**src/design/sirt_ram.sv**
```systemverilog
`timescale 1ns / 1ps

module sirt_ram #(
	parameter int WIDTH = 8,
	parameter int DEPTH = 16
) (
	input  logic                                    clk,
	input  logic                                    we,
	input  logic [((DEPTH > 1) ? $clog2(DEPTH) : 1)-1:0] waddr,
	input  logic [WIDTH-1:0]                        wdata,
	input  logic [((DEPTH > 1) ? $clog2(DEPTH) : 1)-1:0] raddr,
	output logic [WIDTH-1:0]                        rdata
);

	logic [WIDTH-1:0] mem_q [DEPTH];

	always_ff @(posedge clk) begin
		if (we) begin
			mem_q[waddr] <= wdata;
		end
		rdata <= mem_q[raddr];
	end

endmodule

```
**config.mk**
```make
export PLATFORM = sky130hd
export DESIGN_NAME = sirt_ram
export DESIGN_NICKNAME = d
export VERILOG_FILES = /design/src/design/sirt_ram.sv
export SDC_FILE = /design/constraint.sdc
export NUM_CORES = 1
export LEC_CHECK = 0
export BUFFER_PORTS_ARGS = -buffer_cell sky130_fd_sc_hd__clkbuf_2
export CORE_UTILIZATION = 34
export CTS_CLUSTER_SIZE = 14
export DETAILED_ROUTE_END_ITERATION = 6
export PLACE_DENSITY = 0.48
export SETUP_SLACK_MARGIN = 0.1
export SYNTH_ARGS = -nofsm -noshare
export SYNTH_HDL_FRONTEND = slang
export SYNTH_SLANG_ARGS = --single-unit
```
**constraint.sdc**
```tcl
create_clock -name clk -period 2 [get_ports clk]
set_input_delay 0.1 -clock clk [delete_from_list [all_inputs] [get_ports clk]]
set_output_delay 0.1 -clock clk [all_outputs]
set_load 0.01 [all_outputs]
```
Yosys cells after proc, flatten, opt, wreduce, memory -nomap -nowiden

Memories as Yosys holds them, arrays and structs flattened. A register that Yosys moved wholly into a read port is not among the register bits.
Cells that the tools add are included.

Input port bits: 18
Memory bits (writable): 128
Bits in latches: 0
Bits in read-only memories: 0
Memories: 1
Flip-flop bits (word level): 0

Equality and inequality tests: 0
Add/subtract/negate cells: 0
Order comparisons: 0
Div/mod/pow operators: 0
Multiplexer cells: 2
Bitwise operators: 0
Shifts and indexed selects: 0
$mul: 0
Reduce and logical (&&, ||, !) cells: 0

Memories:

| name  | depth | bits a word | rd ports | clocked after Yosys merged registers in | wr ports | RTL line | RTL |
|---|---|---|---|---|---|---|---|
| mem_q | 16    | 8           | 1        | 1                                       | 1        | 15       | `logic [WIDTH-1:0] mem_q [DEPTH];` |

Operators with widths:

| cell   | number |
|---|---|
| $mux 1 | 2 |

Depth between registers and ports, before layout

Gate-level depths: netlist of the first run.

Depth in word-level cells: 2
Mapped depth: 5

Worst setup path after synthesis of the first run

No wires, ideal clock.

Path type: input-to-reg
Start: in waddr[2] (netlist name)
End: mem mem_q[0][0], enable pin
Data arrival time: 1,210 ps
Setup time: 383 ps
Stages: 2
Path slack: 407 ps
Buffers on the path: 0
Cells stage by stage: or3b_2 -> nor3_1

RTL lines:

| what        | RTL line | RTL |
|---|---|---|
| from (decl) | 9        | `input logic [((DEPTH > 1) ? $clog2(DEPTH) : 1)-1:0] waddr,` |
| to (decl)   | 15       |  |

Straight into the memory's write port.

==> results.py, run 1 <==
metrics = {
    "critical_path": {
        "cp_top_family": "multiplexers",
        "critPathMaxFanout": 1,
        "cp_cell_sequence": "mux4_1 -> a22oi_1 -> nand2_1",
        "worstPathArrival_ns": 1.70,
        "crit_type": "register to register",
        "worst_setup_path_end_kind": "register",
        "cpMaxStageDelayCell": "mux4_1",
        "cp.required_ns": 2.29,
        "cp-start-kind": "register",
        "path_buf_inv": 0,
        "slowest_delay_ns": 0.52,
    },
    "floorplanning": {
        "start_util": 0.3515,
        "die_y_microns": 125.0,
        "die_w_microns": 125.0,
        "rows": 44,
        "die-area_sq_um": 15640,
        "ios": 26,
        "core_sq_um": 14640,
    },
    "cts": {
        "htreeDepth": 4,
        "numCtsBuffers": 17,
        "cts_tree": "done",
        "cts_sinks": 136,
        "clkTransAtPathRegs_ns": 0.06,
        "cts.path.max_buffers": 2,
        "hold_buffers": 0,
        "cts_setup_buffers": 0,
        "worstSkewPairLatency_ns": 0.42,
        "clockRootBuffer": "clkbuf_16",
        "cts_resized": 0,
    },
    "logic_synthesis": {
        "synthCells": 229,
        "synth-seq-cells": 136,
        "yosys.area.top_type_share": 0.7467,
        "ys_top_cells_by_area": "edfxtp_1 (75%), mux4_2 (7.9%), mux4_1 (7.1%)",
        "yosys.cell_types.count": 19,
        "synth_fp_nets": 247,
        "ys_seq_area_frac": 0.7778,
        "syn_area_per_cell_sq_um": 22.48,
        "synth.largest_area_cell": "edfxtp_1",
        "netlist_area_sq_um": 5147,
        "yosysWarnings": 0,
    },
    "detailed_routing": {
        "via_per_inst": 4.932,
        "drtIter0Drc": 158,
        "wirelength_microns": 10420,
        "drc": 8,
        "antenna_left": 0,
        "wire_per_inst_microns": 21.61,
        "num_vias": 2377,
        "first_pass_iters": 7,
    },
    "placement": {
        "gp_congestion": 0.7047,
        "port_buffers": 25,
        "hpwl_microns": 6814,
    },
    "sta": {
        "fin_crit_ns": 1.405,
        "setup_viol": 0,
        "maxSlewHeadroom": 0.6378,
        "worst_pin_slew_ns": 0.5413,
        "max_freq_mhz": 711.8,
        "rsz0062_at_grt": "false",
        "hold_viol": 0,
        "final.setup.tns_ns": 0,
        "final.period_utilization": 0.7025,
        "finalMaxSlewViolations": 0,
        "finClkSkew_ns": 0.005856,
    },
    "layout": {
        "multi_input_area_sq_um": 1057,
        "drive_gt1_frac": 0.3020,
        "fillCellCount": 1313,
        "nets": 303,
        "antenna_cells": 0,
        "area_growth_pct": 20.20,
        "seq_area_sq_um": 4004,
    },
    "run_status": {
        "status": "complete, but fails checks",
        "violations": "DRC",
    },
    "pwr": {
        "p_total_w": 0.006527,
        "leakagePower_nw": 2.103,
        "peakVddDrop_mv": 0.4870,
        "powerDensity_nw_per_um2": 1055,
    },
    "global_routing": {
        "grt_max_degree": 22,
        "overflow": 0,
        "grt_first_pass_wirelength_microns": 16020,
        "first_global_vias": 2505,
        "antenna_found_initial": 0,
        "grt.total_usage": 0.1473,
    },
    "job": {
        "cap_violations": 0,
    },
    "worst_hold_path": {
        "holdCritPathClass": "input port to register",
    },
}
## final cells by class
cell class	instances	share of cell area
flip-flops and latches	136	0.6471
repair buffers	47	0.05298
multi-input cells	83	0.1709
well taps	184	0.03721
clock buffers	19	0.06997
clock inverters	13	0.02184
## sequential cells by signal, indices dropped and copies added, names as in the netlist
| register | flops |
|---|---|
| rdata | 8 |
| mem_q | 128 |
## worst register-to-register path: cells and delay by family, from the launching register on
family | cells | cell delay, ns
DFF | 1 | 0.36
AOI/OAI and AO/OA | 1 | 0.30
and+or+nand+nor | 1 | 0.10
muxes | 1 | 0.52
## per-layer routing
layer	global-route usage	wire, microns	share of wire
met2	0.2248	4915	0.47
met3	0.03808	483	0.046
met4	0.07102	218	0.021
met1	0.1970	4797	0.46
met5	0	0	0
## worst paths after layout
check,from,end,cells after the start,slack [ns]
hold / removal,wdata[1],mem_q[13][1],1,0.11
setup / recovery,mem_q[6][0],rdata[0],3,0.60
setup reg to reg,mem_q[6][0],rdata[0],3,0.60
hold reg to reg,mem_q[11][2],rdata[2],3,0.69
## cells in the final DEF (no fill, tap or decap)
master / n
clkinv_1: 6
bufinv_16: 3
buf_12: 3
nor3_1: 4
clkinv_2: 3
clkbuf_16: 17
clkbuf_1: 2
nand3_1: 1
and2b_1: 1
and2_1: 1
clkbuf_2: 25
nand2b_1: 2
mux4_1: 14
mux4_2: 18
nor2_1: 13
buf_4: 19
clkinvlp_4: 1
dfxtp_1: 8
or3b_2: 1
nand3b_1: 2
edfxtp_1: 128
nand2_1: 9
nor2b_1: 1
a22oi_1: 16
## stage by stage
step                cells  utilization  setup WS [ns]  area [sq um]  hold slack [ns]
floorplan             229            -         0.4071          5147           0.1989
global placement      450       0.3837         0.4000          5619           0.4927
detailed placement    450       0.3837         0.4121          5619           0.4957
CTS                   482       0.4225         0.5726          6187           0.1000
global route          482       0.4225         0.5549          6187           0.1361
finish                482       0.4225         0.5950          6187           0.1111
## Yosys cell counts, drive strengths merged
| master | n |
|---|---|
| nor2 | 13 |
| nand3b | 2 |
| and2b | 1 |
| nand2b | 2 |
| a22oi | 16 |
| nand3 | 1 |
| dfxtp | 8 |
| nor3 | 4 |
| and2 | 1 |
| nand2 | 9 |
| or3b | 1 |
| buf | 7 |
| mux4 | 32 |
| edfxtp | 128 |
| nor2b | 1 |
| clkdlybuf4s25 | 3 |
## kinds of logic after synthesis
| kind of cell | synth area share |
|---|---|
| DFF | 0.7778 |
| and+or+nand+nor | 0.03184 |
| muxes | 0.1502 |
| AOI/OAI and AO/OA | 0.02334 |
| buffers and inverters | 0.01677 |
## report_power, final
part / internal [W] / switching (W) / total [W]
Combinational: 0.000134 / 0.000175 / 0.000309
Sequential: 0.00319 / 0.0000221 / 0.00321
Clock: 0.00192 / 0.00109 / 0.00301
Total: 0.00524 / 0.00128 / 0.00653
(Power assumes the default switching activity.)
==> run 2, diff against run 1 <==
PLACE_DENSITY = 0.5   (was 0.48)
clock period = 1.16 ns   (was 2 ns; I/O delays follow)
==> results.py, run 2 (same netlist as run 1, synthesis figures left out) <==
metrics = {
    "run_status": {
        "status": "complete, but fails checks",
        "violations": "DRC, setup timing",
    },
    "placement": {
        "port_buffers": 25,
        "placed_cells_incl_taps": 460,
        "gp_congestion": 0.6836,
        "post-place-ws_ns": -0.3148,
        "placed_area_sq_um": 5731,
        "hpwl_microns": 6729,
    },
    "pwr": {
        "leakagePower_nw": 2.123,
        "powerDensity_nw_per_um2": 1800,
        "p_total_w": 0.01143,
        "peakVddDrop_mv": 1.303,
        "combinationalPowerShare": 0.053,
        "internal_power_w": 0.009119,
        "power_frac_clock": 0.464,
        "p_switching_w": 0.002315,
        "seq_power_share": 0.483,
        "swShare": 0.2024,
    },
    "sta": {
        "finalMaxSlewViolations": 0,
        "final.period_utilization": 1.109,
        "worst_pin_slew_ns": 0.9053,
        "fin_hold_ws_ns": 0.06839,
        "hold_viol": 0,
        "max_freq_mhz": 777.2,
        "finClkSkew_ns": 0.007192,
        "setup_ws_ns": -0.1266,
        "setup_viol": 8,
        "fin_crit_ns": 1.287,
        "rsz0062_at_grt": "true",
        "maxSlewHeadroom": 0.3942,
    },
    "detailed_routing": {
        "num_vias": 2400,
        "drtIter0Drc": 275,
        "drc": 4,
        "antenna_left": 0,
        "first_pass_iters": 7,
        "wirelength_microns": 10110,
        "wire_per_inst_microns": 20.56,
        "via_per_inst": 4.878,
    },
    "critical_path": {
        "cpMaxStageDelayCell": "mux4_2",
        "cp.required_ns": 1.45,
        "path_buf_inv": 0,
        "cp_cell_sequence": "mux4_2 -> a22oi_2 -> nand2_1",
        "slowest_delay_ns": 0.49,
        "worst_setup_path_end_kind": "register",
        "worstPathArrival_ns": 1.57,
        "r2r_slack_ns": -0.13,
        "crit_type": "register to register",
        "cp_top_family": "multiplexers",
        "critPathMaxFanout": 1,
        "cp-start-kind": "register",
    },
    "floorplanning": {
        "ios": 26,
        "die-area_sq_um": 15640,
        "core_sq_um": 14640,
        "start_util": 0.3515,
        "die_w_microns": 125.0,
        "rows": 44,
        "die_y_microns": 125.0,
    },
    "global_routing": {
        "antenna_found_initial": 0,
        "first_global_vias": 2488,
        "grt_max_degree": 17,
        "grt_first_pass_wirelength_microns": 15590,
        "overflow": 0,
        "grt.total_usage": 0.1421,
    },
    "layout": {
        "layout_common_cells": "edfxtp_1 (128), mux4_2 (32), buf_4 (26)",
        "fin_area_sq_um": 6352,
        "nets": 313,
        "antenna_cells": 0,
        "drive_gt1_frac": 0.4318,
        "layout.cells.non_filler": 492,
        "area_growth_pct": 23.41,
        "largest_reg_flops": 128,
        "mostFrequentLayoutCell": "edfxtp_1",
        "top_regs": "mem_q x128, rdata x8",
        "top_register": "mem_q",
    },
    "cts": {
        "htreeDepth": 4,
        "cts.path.max_buffers": 2,
        "clkTransAtPathRegs_ns": 0.06,
        "numCtsBuffers": 17,
        "cts_tree": "done",
        "clockRootBuffer": "clkbuf_16",
        "worstSkewPairLatency_ns": 0.41,
        "cts_sinks": 136,
    },
    "worst_hold_path": {
        "holdCritPathClass": "input port to register",
    },
    "job": {
        "cap_violations": 0,
    },
}
run 2: routing by layer:
layer / vias up / share of wire / track usage
li1: 1094 / - / -
met1: 1238 / 0.46 / 0.1899
met2: 56 / 0.48 / 0.2169
met3: 12 / 0.045 / 0.03808
met4: 0 / 0.018 / 0.06671
met5: - / 0 / 0
run 2: cell type report:
cell class	count	area (sq um)
timing repair buffer	57	440.4
fill	1262	8292
clock buffer	18	429.2
clock inverter	14	157.7
tap	184	230.2
multi-input combinational	83	1091
sequential	136	4004
run 2: worst reg2reg max path, delay by kind of cell, from the launching register on:
kind | cells | cell delay, ns
flops | 1 | 0.36
compound gates | 1 | 0.20
simple gates | 1 | 0.10
mux | 1 | 0.49
run 2: worst paths after layout:
kind / depth (start not counted) / start / to
max reg2reg: 3 / mem_q[2][5] / rdata[5]
max: 3 / mem_q[2][5] / rdata[5]
min reg2reg: 3 / mem_q[14][7] / rdata[7]
min: 1 / wdata[0] / mem_q[7][0]
run 2: through the flow:
step	util	TNS, ns
after detailed placement	0.3913	-10.09
after floorplan	-	-0.2489
after global routing	0.4338	-1.285
final	0.4338	-0.8439
after global placement	0.3913	-8.318
after CTS	0.4338	-0.8179
run 2: power groups by stage:
stage | sequential (W) | combinational [W] | clock, W
final | 0.00553 | 0.000606 | 0.00530
after global routing | 0.00554 | 0.000661 | 0.00557
after CTS | 0.00553 | 0.000621 | 0.00542
after detailed placement | 0.00563 | 0.000602 | 0
after global placement | 0.00563 | 0.000593 | 0
after floorplan | 0.00564 | 0.000314 | 0
run 2: what timing repair did:
action | CTS | global route
endpoints found under the setup margin | 8 | 8
gates resized for setup | 7 | 0
hold buffers | 0 | 0
setup buffers | 0 | 0
pin swaps | 1 | 2
