### config.mk
export PLATFORM = sky130hd
export DESIGN_NAME = sirt_cell
export DESIGN_NICKNAME = d
export VERILOG_FILES = /design/src/design/sirt_pkg.sv /design/src/design/sirt_cell.sv
export SDC_FILE = /design/constraint.sdc
export NUM_CORES = 1
export LEC_CHECK = 0
export BUFFER_PORTS_ARGS = -buffer_cell sky130_fd_sc_hd__buf_2
export CORE_MARGIN = 1
export CORE_UTILIZATION = 40
export DETAILED_ROUTE_END_ITERATION = 8
export GPL_TIMING_DRIVEN = 0
export PLACE_DENSITY = 0.69
export SLEW_MARGIN = 0
export SYNTH_ARGS = -nofsm -noshare
export SYNTH_HDL_FRONTEND = slang
export SYNTH_SLANG_ARGS = --single-unit
### constraint.sdc
create_clock -name clk -period 6 [get_ports clk]
set_input_delay 0.3 -clock clk [delete_from_list [all_inputs] [get_ports clk]]
set_output_delay 0.3 -clock clk [all_outputs]
set_load 0.02 [all_outputs]
### src/design/sirt_pkg.sv
`timescale 1ns / 1ps

package sirt_pkg;

	localparam int DEF_SLOTS_PER_TABLE = 16;
	localparam int DEF_STEP_RANGE      = 1024;
	localparam int DEF_TRACK_COUNT     = 8;
	localparam int DEF_CHANNELS        = 5;
	localparam int NOTE_W              = 8;

	typedef enum logic [1:0] {
		REQ_PLACE  = 2'd0,
		REQ_REMOVE = 2'd1,
		REQ_RESIZE = 2'd2,
		REQ_FIND   = 2'd3
	} req_t;

	typedef enum logic [1:0] {
		ST_OK        = 2'd0,
		ST_BAD       = 2'd1,
		ST_NO_ROOM   = 2'd2,
		ST_NOT_FOUND = 2'd3
	} status_t;

	typedef enum logic [3:0] {
		S_IDLE,
		S_FILL,
		S_READ,
		S_PROC,
		S_SPLIT,
		S_INSERT,
		S_DRAIN,
		S_UNLOAD,
		S_RESP
	} state_t;

	typedef struct packed {
		logic clear;
		logic unload;
	} cell_ctl_t;

endpackage

### src/design/sirt_cell.sv
`timescale 1ns / 1ps

module sirt_cell import sirt_pkg::*; #(
	parameter int POS_W  = 10,
	parameter int SIZE_W = 11
) (
	input  logic                            clk,
	input  logic                            arst_n,
	input  cell_ctl_t                       ctl,
	input  logic                            in_v,
	input  logic [POS_W+SIZE_W+NOTE_W-1:0]  in_e,
	input  logic                            nb_v,
	input  logic [POS_W+SIZE_W+NOTE_W-1:0]  nb_e,
	output logic                            pass_v,
	output logic [POS_W+SIZE_W+NOTE_W-1:0]  pass_e,
	output logic                            hold_v,
	output logic [POS_W+SIZE_W+NOTE_W-1:0]  hold_e
);

	localparam int ENT_W = POS_W + SIZE_W + NOTE_W;

	logic             hold_v_q;
	logic             pass_v_q;
	logic [ENT_W-1:0] hold_q;
	logic [ENT_W-1:0] pass_q;
	logic             take;

	// keep the smaller start, pass the other one on
	assign take = !hold_v_q || (in_e[ENT_W-1 -: POS_W] < hold_q[ENT_W-1 -: POS_W]);

	always_ff @(posedge clk or negedge arst_n) begin
		if (!arst_n) begin
			hold_v_q <= 1'b0;
			pass_v_q <= 1'b0;
		end else if (ctl.clear) begin
			hold_v_q <= 1'b0;
			pass_v_q <= 1'b0;
		end else if (ctl.unload) begin
			hold_v_q <= nb_v;
			pass_v_q <= 1'b0;
		end else if (in_v) begin
			if (take) begin
				hold_v_q <= 1'b1;
				pass_v_q <= hold_v_q;
			end else begin
				pass_v_q <= 1'b1;
			end
		end else begin
			pass_v_q <= 1'b0;
		end
	end

	always_ff @(posedge clk) begin
		if (!ctl.clear) begin
			if (ctl.unload) begin
				hold_q <= nb_e;
			end else if (in_v) begin
				if (take) begin
					hold_q <= in_e;
					pass_q <= hold_q;
				end else begin
					pass_q <= in_e;
				end
			end
		end
	end

	assign pass_v = pass_v_q;
	assign pass_e = pass_q;
	assign hold_v = hold_v_q;
	assign hold_e = hold_q;

endmodule
* Yosys cells after proc, flatten, opt, wreduce, memory -nomap -nowiden *
Cells that the tools add are included.

storage, ports and cells
  register bits after elaboration = 60
  input bits = 64
  output and inout bits = 60
  word-level logic and storage cells = 28

operators by class
  $lt $le $gt $ge = 1
  multiplexer cells = 12
  bitwise gates (word level) = 2
  reductions and logical operators = 9

operators by type and width
  kind                 number
  29-bit two-way mux   4
  10-bit < comparator  1
  1-bit two-way mux    8
  3-bit AND reduction  2
  3-bit nonzero test   2
  2-bit nonzero test   2
  1-bit inverter       2
  2-bit AND reduction  1
  1-bit zero test      1
  1-bit logical OR     1

* Logic depth before layout (Yosys ltp) *
Gate-level depths: netlist of run 1.

  depth after elaboration = 6
  depth in mapped cells = 8
  mapped depth without buffers = 7

* Least setup slack after synthesis of run 1 *
OpenSTA, ideal clock, no wires.

  path type = in2reg
  from = in ctl[0] in the netlist's numbering
  to = reg pass_q[0] (netlist: pass_e[0]) (enable)
  library setup time = 0.459 ns
  arrival = 2.704 ns
  required time = 5.541 ns
  setup slack = 2.837 ns
  cell stages on the path = 2
  path buffers = 1
  path through = clkbuf_1 -> nor3b_1

between the ends
  longest elaborated chain between the ends = 2

ends and longest elaborated chain
  what                                  line             source
  start, declared                       sirt_cell.sv:9   input cell_ctl_t ctl,
  1-bit inverter (no source line)       --
  3-bit AND reduction (no source line)  --
  end signal, assigned                  sirt_cell.sv:60  pass_q <= hold_q;
  end signal, assigned                  sirt_cell.sv:62  pass_q <= in_e;
  end, declared                         sirt_cell.sv:25  logic [ENT_W-1:0] pass_q;

No other way between the ends.
A chain may end at the register's enable or synchronous reset.

* Worst setup path after layout of run 1 *
  from = reg hold_q[28] (netlist: hold_e[28])
  to = reg hold_q[13] (netlist: hold_e[13]) (enable)

between the ends
  longest elaborated chain between the ends = 4

ends and longest elaborated chain
  what                                  line             source
  start, declared                       sirt_cell.sv:24  logic [ENT_W-1:0] hold_q;
  start signal, assigned                sirt_cell.sv:56  hold_q <= nb_e;
  start signal, assigned                sirt_cell.sv:59  hold_q <= in_e;
  10-bit < comparator                   sirt_cell.sv:29  assign take = !hold_v_q || (in_e[ENT_W-1 -: POS_W] < hold_q[ENT_W-1 -: POS_W]);
  1-bit logical OR                      sirt_cell.sv:29
  2-bit nonzero test (no source line)   --
  3-bit AND reduction (no source line)  --

No other way between the ends.

==> results of run 1 <==
-- state kept, by name (all words and copies together) (netlist names) --
name and count:
hold_v 1, pass_e 29, hold_e 29, pass_v 1
-- layer usage --
| layer | share of wire (%) | track usage, % | vias to the layer above |
|---|---|---|---|
| met5 | 0 | 0 | - |
| met4 | 2.9 | 9.55 | 0 |
| met3 | 6.3 | 4.93 | 13 |
| met2 | 50 | 29.1 | 79 |
| met1 | 41 | 19.6 | 894 |
| li1 | - | - | 906 |
-- final cells by class --
type,instances,area share (%)
Tap cell,96,3.12
Timing Repair Buffer,125,16.9
Clock buffer,9,3.22
Inverter,9,0.877
Multi-Input combinational cell,89,26.6
Sequential cell,60,46.5
Buffer,7,1.27
Clock inverter,6,1.46
-- kinds of logic (layout without fill, tap and decap cells) --
logic type	Yosys count	after routing	synth area share, %
buffers and inverters	16	156	2.85
and+or+nand+nor	12	12	2.12
AOI/OAI and AO/OA	10	10	2.85
DFF	60	60	61.9
muxes	58	58	26.3
adders and majority gates	9	9	3.89
-- final timing paths --
| check | to | depth (start not counted) |
|---|---|---|
| max | hold_e[13] | 7 |
| min | hold_v | 2 |
| max reg2reg | hold_e[13] | 7 |
| min reg2reg | pass_e[9] | 1 |
| max in group asynchronous | pass_v | 2 |
| min in group asynchronous | hold_v | 2 |
-- Yosys cell counts --
| library cell | n |
|---|---|
| a211oi_2 | 1 |
| a21o_1 | 1 |
| a21oi_1 | 4 |
| a41oi_1 | 1 |
| and2_1 | 1 |
| buf_1 | 1 |
| buf_6 | 3 |
| clkbuf_1 | 3 |
| dfrtp_1 | 2 |
| edfxtp_1 | 58 |
| ha_1 | 9 |
| inv_1 | 9 |
| mux2_2 | 29 |
| mux2_4 | 29 |
| nand2_1 | 1 |
| nand2b_1 | 1 |
| nand4_1 | 1 |
| nor2_1 | 5 |
| nor3_1 | 1 |
| nor3b_1 | 2 |
| o21a_1 | 1 |
| o21ai_0 | 1 |
| o31ai_4 | 1 |
-- power by group through the flow --
stage | sequential [mW] | clock (mW) | combinational (mW)
6_report | 0.499 | 0.343 | 0.164
5_1_grt | 0.502 | 0.368 | 0.178
4_1_cts | 0.500 | 0.351 | 0.167
3_5_place_dp | 0.509 | 0 | 0.166
3_3_place_gp | 0.508 | 0 | 0.160
2_1_floorplan | 0.535 | 0 | 0.0791
==> qor.tcl, run 1 <==
set qor(outcome) {complete, no violations}
set qor(remaining_number_of_nets_flagged_by_the_antenna_check_after_routing) 0
set qor(power.density_nw_per_um2) 261
set qor(start_util_pct) 41.9
set qor(syn2layout_area_growth_pct) 33.1
set qor(crit_start) {hold_e[28]}
set qor(worst-path-buf-inv) 2
set qor(final_report_max_slew_violation_count) 0
set qor(layout_commonest_cell) {buf_2}
set qor(die_area_um2) 7580
set qor(cellInternalPower_mw) 0.758
set qor(numCtsBuffers) 9
set qor(stdcell_count) 401
set qor(layout_setup_ws_ns) 3.33
set qor(fin_area_um2) 3850
set qor(via_count) 1892
set qor(yosysTopAreaCellShare_pct) 60.2
set qor(synth_area_um2) 2890
set qor(crit_path_start_kind) {flip-flop}
set qor(maximum_number_of_pins_on_one_net_before_global_route_repair) 30
set qor(crit_arrival_ns) 2.63
set qor(tns_ns) 0
set qor(area_of_the_multi_input_gates_um2) 1020
set qor(fin_crit_sh_pct) 44.4
set qor(ctsHoldBuffers) 1
set qor(finalWeightedCongestion) 0.745
set qor(synth.top_cells.by_area) {edfxtp_1 60%, mux2_4 15%, mux2_2 11%}
set qor(max-vdd-ir-drop_v) 0.000117
set qor(dpl-instance-area_um2) 3660
set qor(synth_largest_area_cell) {edfxtp_1}
set qor(clock_skew_ns) 0.0111
set qor(dpl_worst_slack_ns) 2.81
set qor(yosysWarningCount) 0
set qor(power_switching_mw) 0.248
set qor(total_power_mw) 1.01
set qor(finalCriticalPeriod_ns) 2.67
set qor(yosysSeqAreaShare_pct) 61.9
set qor(clock_insertion_delay_worst_skew_ns) 0.34
set qor(synth_cell_types) 23
set qor(clock_power_share_pct) 34.1
set qor(design.core.area_um2) 6910
set qor(die_extent_in_y_um) 87.0
set qor(clock_path_buffers) 2
set qor(register_area_um2) 1790
set qor(cts.sink_count) 60
set qor(grt_pass1_vias) 1882
set qor(max-slew-margin-rel_pct) 41.1
set qor(grt_antenna_before_repair) 0
set qor(critical-path-max-stage-delay_ns) 0.64
set qor(core.rowCount) 30
set qor(num_io_pins) 124
set qor(postSynthRegisterBits) 60
set qor(critPathMaxFanout) 29
set qor(grt_pass1_wl_um) 9310
set qor(drc) 0
set qor(cts.reportedPaths.clkPinSlew_ns) 0.07
set qor(synthesis.nets) 238
set qor(netlist_instances) 165
set qor(vias_per_cell) 4.72
set qor(cts_setup_buffers) 0
set qor(io_buffers) 122
set qor(finalCoreUtilization_pct) 55.7
set qor(wirelength_um) 6160
set qor(critical_path_required_ns) 5.96
set qor(ctsHtreeMaxLevel) 3
set qor(num-fill-cells) 627
set qor(critical_path_class) {flip-flop to flip-flop}
set qor(diodes) 0
set qor(timing_worst_slew_pin_value_ns) 0.880
set qor(most_used_cells_in_the_layout_excluding_fill_and_tap_cells) {122 x buf_2, 58 x edfxtp_1, 29 x mux2_2, 29 x mux2_4}
set qor(pwr-share-seq_pct) 49.6
set qor(setup_slack_reg_to_reg_ns) 3.33
set qor(rsz0062_at_grt) {false}
set qor(hold_viol_final) 0
set qor(num-nets-final) 374
set qor(grt_remaining_overflow) 0
set qor(route.detailed.wl_per_inst_um) 15.4
set qor(ctsRootBufferMaster) {clkbuf_8}
set qor(hold-worst-slack_ns) 0.160
set qor(timing.hold.worst.class) {input pin to flip-flop}
set qor(post_synth.cell_area_avg_um2) 17.5
set qor(dr.pass1.iters) 4
set qor(final_layout_size_suffix_gt1_share_pct) 66.6
set qor(finalSetupViolations) 0
set qor(drt_iter0_drc) 42
set qor(cts_repair_resize_count) 0
set qor(critPathTopFamily) {compound AO/OA/AOI/OAI gates}
set qor(max_cap_viol_count) 0
set qor(sw_frac_of_total_pct) 24.7
set qor(min-delay-start) {ctl[1]}
set qor(leakage_power_figure_nw) 1.74
set qor(timing.critical_path.cells) {inv_1, ha_1, a21oi_1, o21ai_0, o31ai_4, buf_6, o21a_2}
set qor(placed_cells) 385
set qor(pwr-share-comb_pct) 16.3
set qor(globalRouteTotalUtil_pct) 17.2
set qor(cell_with_the_biggest_individual_delay_on_the_critical_path) {o21a_2}
set qor(floorplan.die.width_um) 87.0
set qor(tritoncts) {built}
set qor(timing.rr.start) {hold_e[28]}
set qor(worstSetupEndpointType) {flip-flop}
set qor(place_hpwl_um) 4660
set qor(max_clock_freq_mhz) 375
Power figures use the tool's default switching activity.
==> run 2, diff against run 1 <==
Clock period 6 ns to 2.65 ns, I/O delays scaled along.
==> run 2 against run 1 <==
- fmax up 9.6%
- clock power rose to 2.6 times the previous value
- critical path depth unchanged
- register-to-register slack worse by 3.1 ns
- routed wire length down 2.3%
- final area up 1.2%
- hold slack worse by 0.13 ns
- final cell count unchanged
- non-clock buffer count down 1
==> qor.tcl, run 2 (same netlist as run 1, synthesis figures left out) <==
set qor(finalWeightedCongestion) 0.674 ;# was 0.745
set qor(tritoncts) {built} ;# unchanged
set qor(max_cap_viol_count) 0 ;# unchanged
set qor(vias_per_cell) 4.65 ;# was 4.72
set qor(max-vdd-ir-drop_v) 0.000281 ;# was 0.000117 V
set qor(final_layout_size_suffix_gt1_share_pct) 66.6 ;# unchanged
set qor(hold-worst-slack_ns) 0.0314 ;# was 0.160 ns
set qor(remaining_number_of_nets_flagged_by_the_antenna_check_after_routing) 0 ;# unchanged
set qor(start_util_pct) 41.9 ;# unchanged
set qor(crit-reg2reg-capture) {hold_e[12]} ;# was hold_e[13]
set qor(num-fill-cells) 602 ;# was 627
set qor(power.density_nw_per_um2) 618 ;# was 261 nW/µm²
set qor(timing_worst_slew_pin_value_ns) 0.830 ;# was 0.880 ns
set qor(timing.hold.worst.class) {input pin to flip-flop} ;# unchanged
set qor(grt_remaining_overflow) 0 ;# unchanged
set qor(worstRegToRegCells) 7 ;# unchanged
set qor(wirelength_um) 6020 ;# was 6160 µm
set qor(finalSetupViolations) 0 ;# unchanged
set qor(num-nets-final) 373 ;# was 374
set qor(crit_arrival_ns) 2.41 ;# was 2.63 ns
set qor(io_buffers) 122 ;# unchanged
set qor(worst_setup_path_endpoint) {hold_e[12]} ;# was hold_e[13]
set qor(globalRouteTotalUtil_pct) 16.5 ;# was 17.2%
set qor(design.core.area_um2) 6910 ;# unchanged
set qor(rsz0062_at_grt) {false} ;# unchanged
set qor(fin_crit_sh_pct) 91.8 ;# was 44.4%
set qor(maximum_number_of_pins_on_one_net_before_global_route_repair) 30 ;# unchanged
set qor(core.rowCount) 30 ;# unchanged
set qor(hold_viol_final) 0 ;# unchanged
set qor(grt_pass1_wl_um) 9110 ;# was 9310 µm
set qor(worstSetupEndpointType) {flip-flop} ;# unchanged
set qor(ctsHtreeMaxLevel) 3 ;# unchanged
set qor(critPathMaxFanout) 29 ;# unchanged
set qor(critical_path_required_ns) 2.63 ;# was 5.96 ns
set qor(cts.sink_count) 60 ;# unchanged
set qor(dr.pass1.iters) 4 ;# unchanged
set qor(outcome) {complete, no violations} ;# unchanged
set qor(clock_skew_ns) 0.00976 ;# was 0.0111 ns
set qor(route.detailed.wl_per_inst_um) 15.0 ;# was 15.4 µm
set qor(finalCriticalPeriod_ns) 2.43 ;# was 2.67 ns
set qor(max-slew-margin-rel_pct) 44.6 ;# was 41.1%
set qor(diodes) 0 ;# unchanged
set qor(crit_path_start_kind) {flip-flop} ;# unchanged
set qor(critical_path_class) {flip-flop to flip-flop} ;# unchanged
set qor(clock_path_buffers) 2 ;# unchanged
set qor(crit_start) {hold_e[28]} ;# unchanged
set qor(tns_ns) 0 ;# unchanged
set qor(setup_slack_reg_to_reg_ns) 0.22 ;# was 3.33 ns
set qor(floorplan.die.width_um) 87.0 ;# unchanged
set qor(clock_insertion_delay_worst_skew_ns) 0.33 ;# was 0.34 ns
set qor(final_report_max_slew_violation_count) 0 ;# unchanged
set qor(grt_antenna_before_repair) 0 ;# unchanged
set qor(drt_iter0_drc) 33 ;# was 42
set qor(cts.reportedPaths.clkPinSlew_ns) 0.07 ;# about the same
set qor(dpl-instance-area_um2) 3660 ;# about the same
set qor(die_area_um2) 7580 ;# unchanged
set qor(total_power_mw) 2.41 ;# was 1.01 mW
set qor(ctsRootBufferMaster) {clkbuf_8} ;# unchanged
set qor(place_hpwl_um) 4330 ;# was 4660 µm
set qor(via_count) 1865 ;# was 1892
set qor(numCtsBuffers) 9 ;# unchanged
set qor(layout_commonest_cell) {buf_2} ;# unchanged
set qor(die_extent_in_y_um) 87.0 ;# unchanged
set qor(max_clock_freq_mhz) 411 ;# was 375 MHz
set qor(leakage_power_figure_nw) 1.75 ;# was 1.74 nW
set qor(syn2layout_area_growth_pct) 34.7 ;# was 33.1%
set qor(fin_area_um2) 3900 ;# was 3850 µm²
set qor(num_io_pins) 124 ;# unchanged
set qor(grt_pass1_vias) 1878 ;# was 1882
set qor(most_used_cells_in_the_layout_excluding_fill_and_tap_cells) {122 x buf_2, 58 x edfxtp_1, 29 x mux2_2, 29 x mux2_4} ;# unchanged
set qor(timing.rr.start) {hold_e[28]} ;# unchanged
set qor(layout_setup_ws_ns) 0.219 ;# was 3.33 ns
set qor(dpl_worst_slack_ns) -0.0612 ;# was 2.81 ns
set qor(drc) 0 ;# unchanged
## run 2: layout make-up
| type | count | area [µm²] | area share (%) |
|---|---|---|---|
| plain buffers | 7 | 48.8 | 1.25 |
| clock buffers | 10 | 128 | 3.28 |
| clock inverters | 6 | 88.8 | 2.28 |
| inverters | 9 | 33.8 | 0.867 |
| multi-input cells | 89 | 1040 | 26.6 |
| flip-flops and latches | 60 | 1790 | 46.0 |
| well taps | 96 | 120 | 3.08 |
| repair buffers | 124 | 648 | 16.6 |
## run 2: metrics by stage
stage,util [%],instances
after global routing,56.4,401
after CTS,56.4,401
final,56.4,401
after detailed placement,53.0,384
after floorplan,-,165
after global placement,52.6,383
## run 2: where the power goes
part | leakage [nW] | internal, mW | switching, mW
registers | 0.570 | 1.11 | 0.0223
logic | 1.07 | 0.189 | 0.185
clock network | 0.102 | 0.530 | 0.376
## run 2: how the worst min path moves through the flow
stage	from	to	depth (start not counted)
finish	ctl[1]	hold_v	2
global placement	arst_n	hold_v	1
detailed placement	arst_n	hold_v	1
floorplan	arst_n	hold_v	0
CTS	ctl[1]	hold_v	2
global route	ctl[1]	hold_v	2
## run 2: what timing repair did
action / 4_1_cts / 5_1_grt
gates resized for setup: 1 / 0
hold endpoints to repair: 2 / 0
setup buffers: 0 / 0
hold buffers: 1 / 0
endpoints found under the setup margin: 29 / 0
## run 2: per-layer routing
metal / wire [µm] / track usage, %
met5: 0 / 0
met3: 410 / 5.12
met2: 2940 / 27.9
met4: 104 / 6.67
met1: 2570 / 19.6
## run 2: critical path, stage by stage (launching register included)
cell      delay [ns]
edfxtp_1        0.41
inv_1           0.08
ha_1            0.25
a21oi_1         0.14
o21ai_0         0.16
o31ai_4         0.36
buf_6           0.23
o21a_4          0.43
